## src/rtl/hco_pkg.sv

```systemverilog
// Shared types and constants for the hardware cursor overlay.
// No dependencies; every other file of the block but hco_ram imports this package.
package hco_pkg;

  localparam int COLOUR_W = 24;
  localparam int POS_W    = 16;
  localparam int COORD_W  = 11;
  localparam int ADDR_W   = 10;
  localparam int BYTE_W   = 8;

  // Each bit plane is its own 512-byte memory, 8 bytes per 64-pixel row.
  localparam int PLANE_DEPTH = 512;
  localparam int INDEX_W     = 9;

  // Signed window offset: column = x + 64 - pos_x, which fits in 17 signed bits.
  localparam int OFS_W      = 18;
  localparam int WIN_OFFSET = 64;

  localparam logic [COLOUR_W-1:0] COLOUR_MASK = 24'hffffff;

  localparam int CFG_INDEX_W = 3;

  // Configuration register indexes.
  localparam logic [CFG_INDEX_W-1:0] REG_MODE     = 3'd0;
  localparam logic [CFG_INDEX_W-1:0] REG_BIG      = 3'd1;
  localparam logic [CFG_INDEX_W-1:0] REG_QUADRANT = 3'd2;
  localparam logic [CFG_INDEX_W-1:0] REG_POS_X    = 3'd3;
  localparam logic [CFG_INDEX_W-1:0] REG_POS_Y    = 3'd4;
  localparam logic [CFG_INDEX_W-1:0] REG_COLOUR1  = 3'd5;
  localparam logic [CFG_INDEX_W-1:0] REG_COLOUR2  = 3'd6;
  localparam logic [CFG_INDEX_W-1:0] REG_COLOUR3  = 3'd7;

  // Cursor display modes.
  localparam logic [1:0] MODE_OFF    = 2'd0;
  localparam logic [1:0] MODE_THREE  = 2'd1;
  localparam logic [1:0] MODE_XGA    = 2'd2;
  localparam logic [1:0] MODE_XWIN   = 2'd3;

  // Item kinds.
  localparam logic OP_STORE = 1'b0;
  localparam logic OP_PIXEL = 1'b1;

  typedef struct packed {
    logic [1:0]          mode;
    logic                big;
    logic [1:0]          quadrant;
    logic [POS_W-1:0]    pos_x;
    logic [POS_W-1:0]    pos_y;
    logic [COLOUR_W-1:0] colour_one;
    logic [COLOUR_W-1:0] colour_two;
    logic [COLOUR_W-1:0] colour_three;
  } cfg_t;

  // A classified item as it travels from the front to the back.
  typedef struct packed {
    logic                is_pixel;
    logic                hit;
    logic                plane;
    logic [INDEX_W-1:0]  index;
    logic [2:0]          bitsel;
    logic [BYTE_W-1:0]   wbyte;
    logic [COLOUR_W-1:0] colour;
  } entry_t;

endpackage

```

## src/rtl/hco_queue.sv

```systemverilog
// Two-entry queue of classified items between the front and the back.
// Depends on hco_pkg.
module hco_queue (
  input  logic            clk,
  input  logic            rst,
  input  logic            push_valid,
  input  hco_pkg::entry_t push_entry,
  output logic            push_ready,
  output logic            head_valid,
  output hco_pkg::entry_t head,
  input  logic            pop
);
  import hco_pkg::*;

  entry_t     slots [2];
  logic       wr_ptr;
  logic       rd_ptr;
  logic [1:0] count;
  logic       push;

  assign push_ready = (count != 2'd2);
  assign head_valid = (count != 2'd0);
  assign head       = slots[rd_ptr];
  assign push       = push_valid && push_ready;

  always_ff @(posedge clk) begin
    if (rst) begin
      wr_ptr <= 1'b0;
      rd_ptr <= 1'b0;
      count  <= 2'd0;
    end else begin
      if (push) begin
        wr_ptr <= ~wr_ptr;
      end
      if (pop) begin
        rd_ptr <= ~rd_ptr;
      end
      count <= count + {1'b0, push} - {1'b0, pop};
    end
  end

  always_ff @(posedge clk) begin
    if (push) begin
      slots[wr_ptr] <= push_entry;
    end
  end
endmodule

```

## config.mk

```make
export PLATFORM = sky130hd
export DESIGN_NAME = hco_queue
export DESIGN_NICKNAME = d
export VERILOG_FILES = /design/src/rtl/hco_pkg.sv /design/src/rtl/hco_queue.sv
export SDC_FILE = /design/constraint.sdc
export NUM_CORES = 1
export LEC_CHECK = 0
export ABC_AREA = 1
export BUFFER_PORTS_ARGS = -buffer_cell sky130_fd_sc_hd__buf_2
export CAP_MARGIN = 20
export CORE_ASPECT_RATIO = 0.7
export CORE_UTILIZATION = 56
export CTS_CLUSTER_SIZE = 30
export DETAILED_ROUTE_END_ITERATION = 7
export MAX_ROUTING_LAYER = met4
export PLACE_DENSITY = 0.84
export SLEW_MARGIN = 20
export SYNTH_ARGS = -nofsm -noshare
export SYNTH_HDL_FRONTEND = slang
export SYNTH_SLANG_ARGS = --single-unit
```

## constraint.sdc

```tcl
create_clock -name clk -period 5.37 [get_ports clk]
set_clock_uncertainty 0.2 [all_clocks]
set_input_delay 1.074 -clock clk [delete_from_list [all_inputs] [get_ports clk]]
set_output_delay 1.074 -clock clk [all_outputs]
set_load 0.01 [all_outputs]
```

==> metrics.md <==
| Metric | Value |
|---|---|
| Status | complete, no violations |
| Storage element area | 2920 sq um |
| Largest net degree at the start of global routing | 27 |
| Async S/R FF share, synth | 0% |
| Critical path's largest stage delay | 0.72 ns |
| RSZ-0062 raised after global routing | no |
| Crit-path cells | buf_4 -> mux2_2 -> buf_2 |
| Setup TNS | 0 ns |
| Global-route wire length before repair | 8.76 mm |
| Synth Net Count | 230 |
| Arr. time, crit path | 2.13 ns |
| P_leak | 0.00179 uW |
| Critical Path End Type | primary output |
| Synth top area share | 75.5% |
| Post-Layout Cell Count | 382 |
| Routed wire length per instance | 15.3 microns |
| Total power | 1670 uW |
| Final Routed Wirelength | 5.83 mm |
| Antenna fix cells | 0 |
| Layout cells sized above 1 | 57.7% |
| Ports | 100 |
| Post-synth EDFFs | 94 |
| Seq/Total Area, Yosys | 78.2% |
| Power Density | 367 nW/um^2 |
| Total gr overflow | 0 |
| Cell count after synthesis | 178 |
| Seq cells post-synth | 99 |
| Core area | 6340 sq um |
| RD Place Congestion | 0.703 |
| Vias in the first global route | 1,852 |
| Synth Warn # | 0 |
| Worst Tran Pin Value | 0.712 ns |
| Sw power | 396 uW |
| FMAX | 0.294 GHz |
| Most common cell in the synthesized netlist | edfxtp_1 |
| Type of the worst setup path | reg2out |
| Rows | 24 |
| Die width | 99.7 microns |
| Most frequent cells after synthesis | edfxtp_1 (94), mux2_4 (30), mux2_2 (17) |
| Die height | 70.4 microns |
| Final Hold Viols | 0 |
| PostCTS Resize Cnt | 0 |
| Initial Utilization | 59.0% |
| CTS tree | done |
| Top post-synthesis cells by area | edfxtp_1 (75%), mux2_4 (12%), mux2_2 (5.1%), dfxtp_1 (2.7%), buf_6 (1.2%) |
| Remaining DRCs | 0 |
| Slew margin rel. | 52.4% |
| Power share of the clock group | 28.8% |
| DRT iter0 DRCs | 106 |
| Nets | 338 |
| Predominant post-synthesis flop cell | edfxtp_1 |
| Routed Antenna Nets | 0 |
| Final setup fails | 0 |
| Clock tree buffer depth | 2 |
| Placed insts | 366 |
| Initial antenna violation count | 0 |
| Via density | 4.87 |
| CP max FO | 26 |
| Worst-path clk slew | 0.09 ns |
| Crit path time final | 3.40 ns |
| Max-capacitance violation count | 0 |
| Port Buf Inserts | 99 |
| Synth cell types | 13 |
| Fillers | 408 |
| DR pass1 iterations | 4 |
| Max VDD drop | 0.253 mV |
| Layout area overhead | 21.6% |
| Gr usage total | 17.8% |
| Clock root cell | clkbuf_8 |
| Multi-input logic area | 759 sq um |
| Vias | 1,862 |
| Crit-path slowest cell | dfxtp_2 |
| Int Pwr | 1270 uW |
| Max Slew Vio Count | 0 |
| Clk sinks | 99 |
| Die area | 7010 sq um |
| Part of the power in registers | 56.5% |
| Syn avg cell area | 21.0 sq um |
| Htree depth | 3 |
| Final HPWL DP | 4.03 mm |
| CP Data Required Time | 4.10 ns |
| Register-to-Register Setup Slack | 3.08 ns |
| Sw Ratio | 23.7% |
| Skew-Pair Late Insertion Delay | 0.35 ns |
| Setup Buffers After CTS | 0 |
| Final Cycle Share | 63.3% |
| Hold-fix buffers, CTS | 0 |
| Total CTS buffers | 9 |
| Combinational power share | 14.7% |
| Post-synthesis cell area | 3740 sq um |
| Slack of the critical path | 1.97 ns |
| Leading area contributor after synthesis | edfxtp_1 |
| Worst slack, placed | 2.34 ns |
| Critical Path Source Type | flop |
| Hold WC Path Type | reg2reg |
-- power by group through the flow --
stage	Sequential [uW]	Clock [uW]	Combinational, uW
after floorplan	953	0	163
after global placement	959	0	244
after detailed placement	963	0	248
after CTS	945	493	249
after global routing	951	522	266
final	944	481	246
-- per-layer routing --
metal	up-vias	global-route usage, %	routed length, microns
li1	893	-	-
met3	4	6.61	425
met5	-	-	0
met4	0	5.39	31
met2	76	25.9	2640
met1	889	23.5	2740
-- area by class of cell --
type / instances / share of cell area (%)
Tap cell: 91 / 2.50
Sequential cell: 99 / 64.3
Timing Repair Buffer: 102 / 11.4
Clock inverter: 6 / 1.60
Clock buffer: 10 / 3.03
Multi-Input combinational cell: 68 / 16.7
Inverter: 6 / 0.495
-- critical path, delay by kind of cell, from the launching register on --
family	cells	cell delay (ns)
flip-flops	1	0.72
buffers and inverters	2	0.65
multiplexers	1	0.40
-- flip-flops by register name (all words and copies together), names as in the netlist, named ones only --
signal,cells
slots,94
wr_ptr,1
count,2
rd_ptr,1
-- kinds of logic after synthesis --
kind of cell,synth area share [%]
buffers and inverters,1.94
adder cells (fa/ha/maj),0.335
XOR/XNOR,0.468
multiplexers,17.2
AND/OR/NAND/NOR,1.67
flip-flops,78.2
AO/OA/AOI/OAI,0.268
-- metrics by stage --
step | hold WS, ns | utilization [%] | area [sq um]
floorplan | 0.248 | - | 3740
global placement | 0.295 | 68.5 | 4340
detailed placement | 0.310 | 68.5 | 4340
CTS | 0.319 | 71.8 | 4550
global route | 0.357 | 71.8 | 4550
finish | 0.318 | 71.8 | 4550
-- layout by cell type (no fill, tap or decap) --
master,Yosys,routed
buf_4,0,3
clkbuf_8,0,10
nand2_1,8,8
buf_2,1,99
nor2_1,6,4
edfxtp_1,94,94
dfxtp_2,0,1
mux2_2,17,17
nand3_1,2,2
dfxtp_1,5,4
inv_1,6,6
clkinv_4,0,2
xnor2_1,2,2
nor2_4,0,2
bufinv_16,0,1
inv_6,0,2
ha_1,1,1
clkinvlp_4,0,1
mux2_4,30,30
a21oi_1,2,2
-- path summary, 6_finish.rpt --
check	startpoint	end	cells past startpoint
setup / recovery	flop	head[2]	3
hold / removal	rd_ptr	flop	2
setup reg to reg	count[0]	slots[0][23]	5
hold reg to reg	rd_ptr	flop	2
Note: power is estimated with default switching activity, not from simulation.
