### config.mk
export PLATFORM = sky130hd
export DESIGN_NAME = hco_front_flat
export DESIGN_NICKNAME = d
export VERILOG_FILES = /design/src/rtl/hco_pkg.sv /design/src/rtl/hco_in_if.sv /design/src/rtl/hco_front.sv /design/src/flat_wrapper.sv
export SDC_FILE = /design/constraint.sdc
export NUM_CORES = 1
export LEC_CHECK = 0
export BUFFER_PORTS_ARGS = -buffer_cell sky130_fd_sc_hd__clkbuf_2
export CORE_AREA = 2 2 88 90
export DETAILED_ROUTE_END_ITERATION = 6
export DIE_AREA = 0 0 90 92
export PLACE_DENSITY = 0.7
export SLEW_MARGIN = 20
export SYNTH_ARGS = -nofsm -noshare
export SYNTH_HDL_FRONTEND = slang
export SYNTH_SLANG_ARGS = --single-unit
export TNS_END_PERCENT = 20
### constraint.sdc
create_clock -name vclk -period 2.8
set_clock_uncertainty 0.15 [all_clocks]
set_input_delay 0.14 -clock vclk [all_inputs]
set_output_delay 0.14 -clock vclk [all_outputs]
set_load 0.02 [all_outputs]
### src/rtl/hco_pkg.sv
// Shared types and constants for the hardware cursor overlay.
// No dependencies; every other file of the block but hco_ram imports this package.
package hco_pkg;

  localparam int COLOUR_W = 24;
  localparam int POS_W    = 16;
  localparam int COORD_W  = 11;
  localparam int ADDR_W   = 10;
  localparam int BYTE_W   = 8;

  // Each bit plane is its own 512-byte memory, 8 bytes per 64-pixel row.
  localparam int PLANE_DEPTH = 512;
  localparam int INDEX_W     = 9;

  // Signed window offset: column = x + 64 - pos_x, which fits in 17 signed bits.
  localparam int OFS_W      = 18;
  localparam int WIN_OFFSET = 64;

  localparam logic [COLOUR_W-1:0] COLOUR_MASK = 24'hffffff;

  localparam int CFG_INDEX_W = 3;

  // Configuration register indexes.
  localparam logic [CFG_INDEX_W-1:0] REG_MODE     = 3'd0;
  localparam logic [CFG_INDEX_W-1:0] REG_BIG      = 3'd1;
  localparam logic [CFG_INDEX_W-1:0] REG_QUADRANT = 3'd2;
  localparam logic [CFG_INDEX_W-1:0] REG_POS_X    = 3'd3;
  localparam logic [CFG_INDEX_W-1:0] REG_POS_Y    = 3'd4;
  localparam logic [CFG_INDEX_W-1:0] REG_COLOUR1  = 3'd5;
  localparam logic [CFG_INDEX_W-1:0] REG_COLOUR2  = 3'd6;
  localparam logic [CFG_INDEX_W-1:0] REG_COLOUR3  = 3'd7;

  // Cursor display modes.
  localparam logic [1:0] MODE_OFF    = 2'd0;
  localparam logic [1:0] MODE_THREE  = 2'd1;
  localparam logic [1:0] MODE_XGA    = 2'd2;
  localparam logic [1:0] MODE_XWIN   = 2'd3;

  // Item kinds.
  localparam logic OP_STORE = 1'b0;
  localparam logic OP_PIXEL = 1'b1;

  typedef struct packed {
    logic [1:0]          mode;
    logic                big;
    logic [1:0]          quadrant;
    logic [POS_W-1:0]    pos_x;
    logic [POS_W-1:0]    pos_y;
    logic [COLOUR_W-1:0] colour_one;
    logic [COLOUR_W-1:0] colour_two;
    logic [COLOUR_W-1:0] colour_three;
  } cfg_t;

  // A classified item as it travels from the front to the back.
  typedef struct packed {
    logic                is_pixel;
    logic                hit;
    logic                plane;
    logic [INDEX_W-1:0]  index;
    logic [2:0]          bitsel;
    logic [BYTE_W-1:0]   wbyte;
    logic [COLOUR_W-1:0] colour;
  } entry_t;

endpackage

### src/rtl/hco_in_if.sv
// Input channel of the cursor overlay: valid/ready plus the item fields.
// Depends on hco_pkg for the field widths.
interface hco_in_if;
  import hco_pkg::*;

  logic                valid;
  logic                ready;
  logic                op;
  logic [ADDR_W-1:0]   store_addr;
  logic [BYTE_W-1:0]   store_byte;
  logic [COORD_W-1:0]  pixel_x;
  logic [COORD_W-1:0]  pixel_y;
  logic [COLOUR_W-1:0] pixel_colour;

  modport source (
    output valid, op, store_addr, store_byte, pixel_x, pixel_y, pixel_colour,
    input  ready
  );
  modport sink (
    input  valid, op, store_addr, store_byte, pixel_x, pixel_y, pixel_colour,
    output ready
  );
endinterface

### src/rtl/hco_front.sv
// Front end: accepts items and classifies them (window test, store index).
// Depends on hco_pkg and hco_in_if.
module hco_front (
  hco_in_if.sink             item,
  input  hco_pkg::cfg_t      cfg,
  input  logic               clearing,
  input  logic               push_ready,
  output logic               push_valid,
  output hco_pkg::entry_t    push_entry
);
  import hco_pkg::*;

  logic signed [OFS_W-1:0] col;
  logic signed [OFS_W-1:0] row;
  logic                    in_x;
  logic                    in_y;
  logic [5:0]              col6;
  logic [5:0]              row6;

  assign item.ready = push_ready && !clearing;
  assign push_valid = item.valid && !clearing;

  always_comb begin
    col = $signed({{(OFS_W-COORD_W){1'b0}}, item.pixel_x}) + OFS_W'(WIN_OFFSET)
          - $signed({{(OFS_W-POS_W){1'b0}}, cfg.pos_x});
    row = $signed({{(OFS_W-COORD_W){1'b0}}, item.pixel_y}) + OFS_W'(WIN_OFFSET)
          - $signed({{(OFS_W-POS_W){1'b0}}, cfg.pos_y});
    // Inside means 0 <= offset < 64, or < 32 for the quadrant images.
    in_x = !col[OFS_W-1] && (col[OFS_W-2:6] == '0) && (cfg.big || !col[5]);
    in_y = !row[OFS_W-1] && (row[OFS_W-2:6] == '0) && (cfg.big || !row[5]);
    col6 = cfg.big ? col[5:0] : {cfg.quadrant[0], col[4:0]};
    row6 = cfg.big ? row[5:0] : {cfg.quadrant[1], row[4:0]};

    push_entry.is_pixel = (item.op == OP_PIXEL);
    push_entry.hit      = in_x && in_y;
    push_entry.colour   = item.pixel_colour;
    push_entry.wbyte    = item.store_byte;
    push_entry.bitsel   = col6[2:0];
    if (item.op == OP_PIXEL) begin
      push_entry.plane = 1'b0;
      push_entry.index = {row6, col6[5:3]};
    end else begin
      push_entry.plane = item.store_addr[ADDR_W-1];
      push_entry.index = item.store_addr[INDEX_W-1:0];
    end
  end
endmodule

### src/flat_wrapper.sv
// flat-port wrapper written by rule: the top's interface ports become plain ports
module hco_front_flat import hco_pkg::*;
  (cfg, clearing, push_ready, push_valid, push_entry, item_valid, item_op, item_store_addr, item_store_byte, item_pixel_x, item_pixel_y, item_pixel_colour, item_ready);
  hco_in_if item_i ();
  input  hco_pkg::cfg_t cfg;
  input  logic clearing;
  input  logic push_ready;
  output logic push_valid;
  output hco_pkg::entry_t push_entry;
  input wire logic [$bits(item_i.valid)-1:0] item_valid;
  input wire logic [$bits(item_i.op)-1:0] item_op;
  input wire logic [$bits(item_i.store_addr)-1:0] item_store_addr;
  input wire logic [$bits(item_i.store_byte)-1:0] item_store_byte;
  input wire logic [$bits(item_i.pixel_x)-1:0] item_pixel_x;
  input wire logic [$bits(item_i.pixel_y)-1:0] item_pixel_y;
  input wire logic [$bits(item_i.pixel_colour)-1:0] item_pixel_colour;
  output wire logic [$bits(item_i.ready)-1:0] item_ready;
  assign item_i.valid = item_valid;
  assign item_i.op = item_op;
  assign item_i.store_addr = item_store_addr;
  assign item_i.store_byte = item_store_byte;
  assign item_i.pixel_x = item_pixel_x;
  assign item_i.pixel_y = item_pixel_y;
  assign item_i.pixel_colour = item_pixel_colour;
  assign item_ready = item_i.ready;
  hco_front u_core (.item(item_i), .cfg(cfg), .clearing(clearing), .push_ready(push_ready), .push_valid(push_valid), .push_entry(push_entry));
endmodule
==> results_dict.tcl, run 1 <==
set metrics [dict create \
    seq_cells 0 \
    fin_tns_setup_ps -150 \
    setup_viol 1 \
    ant_nets 0 \
    crit_type "in -> out" \
    end_kind "output port" \
    drt_wl_total_um 5510 \
    dr.pass1.iters 6 \
    layout-drive-gt1-share_pct 43.9 \
    die_x_um 90 \
    status "complete, but fails checks" \
    violations "setup timing" \
    period_share_pct 105 \
    die_area_mm2 0.00828 \
    ys_top_cells_by_area "ha_1 17%, buf_4 13%, inv_1 7.3%" \
    seq_area_frac_synth_pct 0 \
    antenna_cells 0 \
    crit_required_ps 2510 \
    rsz0062_at_grt "yes" \
    utilization_pct 33.9 \
    maxSlewViolCount 0 \
    vias_per_cell 4.50 \
    die_h_um 92 \
    grt_pass1_vias 1977 \
    vias 2058 \
    max_freq_ghz 0.339 \
    row_count 32 \
    gp_congestion 0.951 \
    yosysTopAreaCell "ha_1" \
    hpwl_um 5010 \
    synthSimpleGateAreaFrac_pct 21.9 \
    drtIter0Drc 34 \
    cts_setup_buffers 0 \
    cap_violations 0 \
    holdBufCountCts 0 \
    multi_input_area_mm2 0.00152 \
    ys_types 59 \
    hp-class "in -> out" \
    syn-num-nets 471 \
    fin_ws_ps -150 \
    ys_warn_count 0 \
    cp-start-kind "input pin" \
    synth_most_common_cell "inv_1" \
    start_util_pct 25.5 \
    synth_compound_area_share_pct 24.8 \
    antenna_found_initial 0 \
    layout.nets 562 \
    avgSynthCellArea_um2 7.13 \
    synth_top_cell_area_share_pct 17.2 \
    grt_max_degree 13 \
    power_density_mw_per_mm2 217 \
    synth_area_mm2 0.00190 \
    portBuffers 88 \
    worst_pin_slew_ps 417 \
    leakage_uw 0.00136 \
    regArea_um2 0 \
    fin_crit_ps 2950 \
    path_max_fanout 2 \
    relSlewSlack_pct 71.9 \
    synthTopCellsByCount "37 x inv_1, 33 x buf_4, 26 x ha_1, 18 x nor2_1" \
    synth_top_family_by_area "compound AO/OA/AOI/OAI gates" \
    clockBufferCount 0 \
    drc 0 \
    crit_arrival_ps 2660 \
    grt_overflow 0 \
    synthMuxAreaShare_pct 3.96 \
    core_area_mm2 0.00745 \
    synth_xor_xnor_area_share_pct 6.93 \
    yosys.area_share.adder_pct 19.3 \
    grt_pass1_wl_um 8980 \
    area_delta_synth_final_pct 33.0 \
    n_fill_cell 847 \
    grt_usage_pct 12.6 \
    irDropWorstVdd_v 0.0000851 \
    postSynthCellCount 266 \
    hold_viol_final 0 \
    io_pins 226 \
    wl_per_cell_um 12.1 \
]
## cells by family after synthesis
logic type	count (synthesis)
AND/OR/NAND/NOR	76
buffers and inverters	76
AO/OA/AOI/OAI	64
adder cells (fa/ha/maj)	28
XOR/XNOR	15
multiplexers	7
## worst max-delay path, stage by stage
cell and delay [ps]:
clkbuf_2 70, inv_1 30, ha_2 190, fa_2 360, and2b_1 230, o31ai_2 70, nor3b_2 170, or3_4 370
or3_4 330, a21oi_2 130, nand4_1 140, a2111oi_4 230, buf_4 190
## final timing paths
check	startpoint	endpoint	slack (ps)	depth (start not counted)
setup / recovery	item_pixel_x[0]	push_entry[45]	-150	13
hold / removal	item_pixel_colour[15]	push_entry[15]	130	0
## report_power, final
part | internal [uW] | switching (uW)
Clock | 0 | 0
Combinational | 267 | 281
Sequential | 0 | 0
Total | 267 | 281
## cells in the final DEF, fill, tap and decap left out, types with 3 or more instances in the layout
master and count:
a211oi_1 5, a21o_1 8, a21oi_1 13, a31oi_1 4, buf_4 40, clkbuf_2 87
ha_1 23, inv_1 37, mux2_2 3, mux2i_1 3, nand2_1 13, nand3_1 7
nand4_1 5, nor2_1 18, nor2b_1 4, nor3_1 4, nor3b_1 3, nor4_1 3
o21a_1 4, o21ai_0 7, o21ai_1 3, xnor2_1 11, xor2_1 4
## through the flow
| step | std cells | area (um^2) | power (uW) | worst slack [ps] | hold WS [ps] |
|---|---|---|---|---|---|
| 3_3_place_gp | 457 | 2480 | 531 | -240 | 130 |
| 2_1_floorplan | 266 | 1920 | 410 | 21.1 | 208 |
| 4_1_cts | 457 | 2490 | 547 | -229 | 130 |
| 6_report | 457 | 2520 | 547 | -150 | 130 |
| 5_1_grt | 457 | 2520 | 608 | -280 | 130 |
| 3_5_place_dp | 457 | 2480 | 541 | -261 | 130 |
## routing by layer
layer,track usage [%],vias to the layer above,part of all wire [%]
met2,20.1,95,42
met1,17.9,875,47
met4,1.54,0,0.80
li1,-,1078,-
met5,0,-,0
met3,2.79,10,10
## area by class of cell
class | count | area share, %
Inverter | 38 | 5.65
Timing Repair Buffer | 127 | 29.2
Multi-Input combinational cell | 190 | 60.1
Tap cell | 102 | 5.06
## repair_timing
item | in CTS | in global routing
gates resized for setup | 4 | 7
pin swaps | 2 | 3
endpoints found under the setup margin | 1 | 1
No activity file was read; power rests on OpenSTA's default activity.
==> inputs of run 2 (changes only) <==
Settings changed: BUFFER_PORTS_ARGS -buffer_cell sky130_fd_sc_hd__clkbuf_2 to -buffer_cell sky130_fd_sc_hd__buf_2.
==> run 2 against run 1 <==
Flip-flop and latch count did not move. Core utilization down 0.52 points. The run still ends with setup timing left. Design area decreased by 1.5%. Critical path type unchanged. Critical endpoint unchanged. Global-route usage rose by 0.14 points. Via count rose by 0.58%. Fmax shrank 0.89%. Combinational power decreased by 0.9%. Final cell count stayed put. Non-clock buffer count unchanged. Highest routed layer unchanged. Sequential share of layout area is the same. First-iteration DRC count is 21% higher.
==> results_dict.tcl, run 2 (synthesis gave the netlist of run 1 again) <==
set metrics [dict create \
    drc 0 \
    rsz0062_at_grt "yes" \
    fin_crit_ps 2980 \
    grt_overflow 0 \
    vias_per_cell 4.53 \
    die_x_um 90 \
    grt_pass1_wl_um 9030 \
    end_kind "output port" \
    vias 2070 \
    utilization_pct 33.4 \
    power_density_mw_per_mm2 218 \
    crit_type "in -> out" \
    maxSlewViolCount 0 \
    layout_commonest_cell "buf_2" \
    row_count 32 \
    portBuffers 88 \
    regArea_um2 0 \
    antenna_found_initial 0 \
    status "complete, but fails checks" \
    hold_viol_final 0 \
    irDropWorstVdd_v 0.000106 \
    max_freq_ghz 0.336 \
    cts_setup_buffers 0 \
    leakage_uw 0.00134 \
    ant_nets 0 \
    wl_per_cell_um 12.1 \
    die_area_mm2 0.00828 \
    layout-drive-gt1-share_pct 42.3 \
    gp_congestion 0.944 \
    worst_pin_slew_ps 402 \
    period_share_pct 106 \
    violations "setup timing" \
    final_cells 457 \
    final_cell_mix "87 x buf_2, 40 x buf_4, 37 x inv_1" \
    seq_cells 0 \
    clockBufferCount 0 \
    dp_slack_ps -231 \
    cp-start-kind "input pin" \
    grt_max_degree 13 \
    path_max_fanout 3 \
    crit_required_ps 2510 \
    grt_pass1_vias 1992 \
    io_pins 226 \
    hold_depth 0 \
    n_fill_cell 835 \
    hpwl_um 4990 \
    hold_slack_ps 130 \
    start_util_pct 25.5 \
    holdBufCountCts 0 \
    drtIter0Drc 41 \
    area_delta_synth_final_pct 31.0 \
    place_inst 457 \
    antenna_cells 0 \
    setup_viol 1 \
    cap_violations 0 \
    total_power_uw 542 \
    core_area_mm2 0.00745 \
    die_h_um 92 \
    crit_arrival_ps 2690 \
    grt_usage_pct 12.8 \
    fin_ws_ps -177 \
    hp-class "in -> out" \
    layout.nets 562 \
    relSlewSlack_pct 72.5 \
    dr.pass1.iters 4 \
    drt_wl_total_um 5540 \
]
==> run 2: power by group <==
group          switching [uW]  leakage [uW]  internal [uW]
clock                       0             0              0
combinational             278       0.00134            264
sequential                  0             0              0
==> run 2: metal layers <==
metal / wire length (um) / up-vias / track usage [%]
met2: 2320 / 94 / 20.7
met5: 0 / - / 0
met3: 605 / 10 / 2.63
li1: - / 1079 / -
met1: 2570 / 887 / 18.0
met4: 44 / 0 / 1.28
==> run 2: worst paths after layout <==
check,from,end,slack (ps)
hold / removal,item_pixel_colour[15],push_entry[15],130
setup / recovery,cfg[73],push_entry[45],-180
==> run 2: layout make-up <==
type                       count  area, um^2  area share [%]
timing repair buffer         127         736            29.6
tap                          102         128            5.14
multi-input combinational    190        1480            59.5
inverter                      38         143            5.74
==> run 2: repair_timing <==
item	CTS	global route
gates resized for setup	2	0
pin swaps	1	0
endpoints found under the setup margin	1	1
==> run 2: per-stage QoR <==
step / area (um^2) / setup TNS, ps
after floorplan: 1920 / 0
after global placement: 2480 / -223
after detailed placement: 2480 / -231
after CTS: 2480 / -210
after global routing: 2480 / -377
final: 2480 / -177
==> run 2: worst max-delay path, cell delays in order <==
cell and delay [ps]:
buf_2 100, inv_1 80, ha_1 230, nand2b_1 130, a21oi_1 110, o211ai_1 260
a21boi_2 110, or4_2 630, mux2_1 370, a2111oi_4 330, buf_4 190
